File: config.mk
export PLATFORM = sky130hd
export DESIGN_NAME = ntmp_lane
export DESIGN_NICKNAME = d
export VERILOG_FILES = /design/src/design/ntmp_pkg.sv /design/src/design/ntmp_lane.sv
export SDC_FILE = /design/constraint.sdc
export NUM_CORES = 1
export LEC_CHECK = 0
export BUFFER_PORTS_ARGS = -buffer_cell sky130_fd_sc_hd__buf_2
export CORE_UTILIZATION = 65
export CTS_BUF_LIST = sky130_fd_sc_hd__clkbuf_4
export DETAILED_ROUTE_END_ITERATION = 12
export PLACE_DENSITY = 0.82
export SYNTH_ARGS = -nofsm -noshare
export SYNTH_HDL_FRONTEND = slang
export SYNTH_SLANG_ARGS = --single-unit
File: constraint.sdc
create_clock -name i_clk -period 3.4 [get_ports i_clk]
set_clock_uncertainty 0.2 [all_clocks]
set_input_delay 0.68 -clock i_clk [delete_from_list [all_inputs] [get_ports i_clk]]
set_output_delay 0.68 -clock i_clk [all_outputs]
set_load 0.02 [all_outputs]
File: src/design/ntmp_pkg.sv
// Shared constants, types and codes of the nibble-table multi-pattern prefilter.
package ntmp_pkg;

    localparam int LANES       = 8;
    localparam int MAX_POS     = 4;
    localparam int OFFSET_BITS = 32;
    localparam int GROUPS      = 8;
    localparam int NIBBLES     = 16;
    localparam int CHUNK_W     = 32;

    localparam int HIST_DEPTH  = (MAX_POS > 1) ? (MAX_POS - 1) : 1;
    localparam int TAB_SELS    = 2 * MAX_POS;
    localparam int SEL_W       = (TAB_SELS > 1) ? $clog2(TAB_SELS) : 1;
    localparam int POS_W       = (MAX_POS > 1) ? $clog2(MAX_POS) : 1;
    localparam int CNT_W       = $clog2(LANES + 1);
    localparam int EXT_N       = HIST_DEPTH + LANES;
    localparam int EXT_W       = $clog2(EXT_N);

    localparam int IN_TDATA_W  = 88;
    localparam int OUT_TDATA_W = 40;

    typedef enum logic {
        MODE_TABLE = 1'b0,
        MODE_DATA  = 1'b1
    } t_mode;

    typedef enum logic {
        CFG_SIGMA  = 1'b0,
        CFG_GROUPS = 1'b1
    } t_cfg_idx;

    typedef logic [7:0] t_byte;
    typedef t_byte [MAX_POS-1:0] t_pos_vals;

    // Data item waiting between lookup and merge.
    typedef struct packed {
        logic             valid;
        logic             start;
        logic [CNT_W-1:0] cnt;
    } t_item_ctl;

    // Decoded configuration for the merge stage.
    typedef struct packed {
        logic [POS_W-1:0] sig_idx;
        t_byte            gmask;
    } t_cfg;

endpackage

File: src/design/ntmp_lane.sv
// One byte lane: private copy of the nibble tables and per-position lookup.
module ntmp_lane (
    input  logic                            i_clk,
    input  logic                            i_wr_en,
    input  logic [ntmp_pkg::SEL_W-1:0]      i_wr_sel,
    input  logic [3:0]                      i_wr_index,
    input  ntmp_pkg::t_byte                 i_wr_value,
    input  logic                            i_load,
    input  ntmp_pkg::t_byte                 i_byte,
    output ntmp_pkg::t_pos_vals             o_vals
);

    ntmp_pkg::t_byte     r_tab [ntmp_pkg::TAB_SELS][ntmp_pkg::NIBBLES];
    ntmp_pkg::t_pos_vals r_vals;
    ntmp_pkg::t_pos_vals n_vals;

    // Even table of a position holds the low nibble, odd one the high nibble.
    for (genvar p = 0; p < ntmp_pkg::MAX_POS; p++) begin : g_pos
        assign n_vals[p] = r_tab[2*p][i_byte[3:0]] | r_tab[2*p+1][i_byte[7:4]];
    end

    always_ff @(posedge i_clk) begin
        if (i_wr_en) begin
            r_tab[i_wr_sel][i_wr_index] <= i_wr_value;
        end
        if (i_load) begin
            r_vals <= n_vals;
        end
    end

    assign o_vals = r_vals;

endmodule

==> flow_summary.json <==
{
  "status": "completed",
  "cp_num_cells": 1,
  "synth_largest_area_cell": "edfxtp_1",
  "postCtsResizedCells": 0,
  "synth_seq_cells": 1056,
  "p_clk_frac": 0.383,
  "ys_warn_count": 0,
  "clock_latency_ns": 1.08,
  "setup_violations": 0,
  "min_path_type": "primary input to register",
  "areaGrowthSynthToFinish_pct": 14.22,
  "worstHoldStart": "i_wr_value[1]",
  "vias": 21220,
  "cp-end-kind": "output pin",
  "fin_crit_sh": 0.7961,
  "max_cap_violations": 0,
  "p_seq_frac": 0.565,
  "core_region_area_mm2": 0.06160,
  "drv_slew": 0,
  "maxSlewHeadroom": 0.3295,
  "hold_buffers": 8,
  "hold_slack_ns": 0.08271,
  "syn_area_mm2": 0.04051,
  "finalSetupTns_ns": 0,
  "switchingPower_w": 0.005678,
  "pwr-share-comb": 0.052,
  "critPathCapture": "o_vals[30]",
  "synthTopCellsByArea": "edfxtp_1 78%, mux4_2 12%, mux2i_1 3.2%",
  "path_cells": "buf_2",
  "grt_util_met1": 0.4020,
  "hold_viol_final": 0,
  "synth_nets": 1874,
  "max_freq_ghz": 0.3695,
  "wl_um": 94310,
  "grt_overflow": 0,
  "grt_use_met3": 0.07995,
  "dr.pass1.iters": 5,
  "worstPathRequired_ns": 2.52,
  "r2r_cells": 3,
  "postSynthCellCount": 1848,
  "cp.buffers_inverters": 1,
  "cts-root-buf": "clkbuf_4",
  "initial_core_util": 0.6576,
  "htreeDepth": 4,
  "busiest_layer": "met2",
  "antenna_found_initial": 7,
  "cts_inserted_buffers": 241,
  "grt_use_total": 0.3091,
  "cts.sinks": 1056,
  "die_y_um": 251.6,
  "fin_area_mm2": 0.04627,
  "rows": 91,
  "power_density_mw_per_mm2": 552.5,
  "first_global_vias": 22040,
  "arrival_ns": 1.83,
  "tritoncts": "built",
  "die_w_um": 251.6,
  "crit_start": "o_vals[30]",
  "met2_usage": 0.4825,
  "swShare": 0.2221,
  "r2r-end": "o_vals[6]",
  "num-nets-final": 2276,
  "drc": 0,
  "wl_per_cell_um": 28.74,
  "die-area_mm2": 0.06332,
  "cp-start-kind": "register",
  "path_clk_slew_ns": 0.07,
  "postPlaceCellArea_mm2": 0.04310,
  "dp_hpwl_um": 59040,
  "slowest_stage": "edfxtp_1",
  "grt_start_max_net_pins": 95,
  "critical_path_class": "register to output pin",
  "ys_types": 30,
  "vias_per_cell": 6.468,
  "slowest_delay_ns": 0.53,
  "synth_edf_count": 1056,
  "grt_pass1_wl_um": 138200,
  "layout_commonest_cell": "edfxtp_1",
  "drive_gt1_frac": 0.3501,
  "reg2reg_from": "r_tab[0][70]",
  "synth_ff_type": "edfxtp_1",
  "path_delay_family": "flip-flops",
  "port-buffer-count": 57,
  "ys_seq_area_frac": 0.7828,
  "r2r_slack_ns": 1.13,
  "post_cts_buffers": 0,
  "final_antenna_net_count": 0,
  "internal_power_w": 0.01989,
  "total_power_w": 0.02556,
  "crit_fanout": 1,
  "ys_async_sr_fraction": 0,
  "drtIter0Drc": 2717,
  "min_period_ns": 2.707,
  "avgSynthCellArea_um2": 21.92,
  "ioPinCount": 58,
  "yosysTopAreaCellShare": 0.7828,
  "rsz0062_at_grt": "no",
  "leakage_nw": 15.37,
  "clock_path_buffers": 3,
  "routabilityCongestion": 0.8796,
  "layout_common_cells": "1056 x edfxtp_1, 343 x clkbuf_4, 224 x mux4_2, 184 x buf_4, 132 x nor2_1",
  "max-vdd-ir-drop_v": 0.0003953,
  "worst_pin_slew_ns": 1.006
}
[area by class of cell]
class                           count  area, um2
Tap cell                          837       1047
Clock buffer                      343       2575
Multi-Input combinational cell    688       8257
Clock inverter                     89      503.0
Timing Repair Buffer              261       2157
Inverter                            2      7.507
Fill cell                        3231      15330
Sequential cell                  1056      31710
Antenna cell                        5      12.51
[cell usage after synthesis, types with 12 or more instances]
cell type	count
a22oi_1	23
nand2_1	14
mux2i_1	128
buf_1	12
buf_2	23
nor2_1	132
clkbuf_1	48
a221oi_1	64
mux4_2	224
o21ai_0	23
nand3b_1	26
edfxtp_1	1056
[state kept, by name (all words and copies together) (netlist names)]
name / flops
r_tab: 1024
o_vals: 32
[per-layer routing]
| metal | wire, um | vias to the layer above | part of all wire |
|---|---|---|---|
| met5 | 43 | - | 0.00046 |
| li1 | - | 8745 | - |
| met3 | 9668 | 276 | 0.10 |
| met4 | 5016 | 6 | 0.053 |
| met1 | 33020 | 10760 | 0.35 |
| met2 | 46560 | 1435 | 0.49 |
[worst min path at each step]
stage,end,cells past startpoint,slack [ns]
floorplan,o_vals[0],3,0.54
detailed placement,o_vals[22],3,0.57
CTS,r_tab[2][121],1,0.0009
global placement,o_vals[3],3,0.55
finish,r_tab[2][121],1,0.08
global route,r_tab[2][121],1,0.06
[logic make-up after synthesis]
group                  after synthesis  share of synthesized area
muxes                              352                     0.1562
AOI/OAI and AO/OA                  128                    0.02372
buffers and inverters              104                    0.01350
and+or+nand+nor                    208                    0.02381
DFF                               1056                     0.7828
[worst reg2reg max path: stages, from the launching register on]
cell      delay (ns)
edfxtp_1        0.38
mux4_2          0.51
mux4_2          0.56
nand3b_1        0.29
[power by group through the flow]
stage	Sequential [W]	Combinational, W	Clock, W
global route	0.0144	0.00140	0.0106
finish	0.0144	0.00133	0.00979
detailed placement	0.0147	0.00132	0
global placement	0.0147	0.00127	0
floorplan	0.0147	0.000686	0
CTS	0.0144	0.00133	0.00995
[through the flow]
stage	instances	utilization	worst slack, ns
2_1_floorplan	1848	-	0.7087
4_1_cts	3276	0.7510	0.5855
5_1_grt	3278	0.7510	0.6221
3_5_place_dp	2836	0.6997	0.2558
3_3_place_gp	2836	0.6997	0.2430
6_report	3281	0.7512	0.6933
Power figures use the tool's default switching activity.
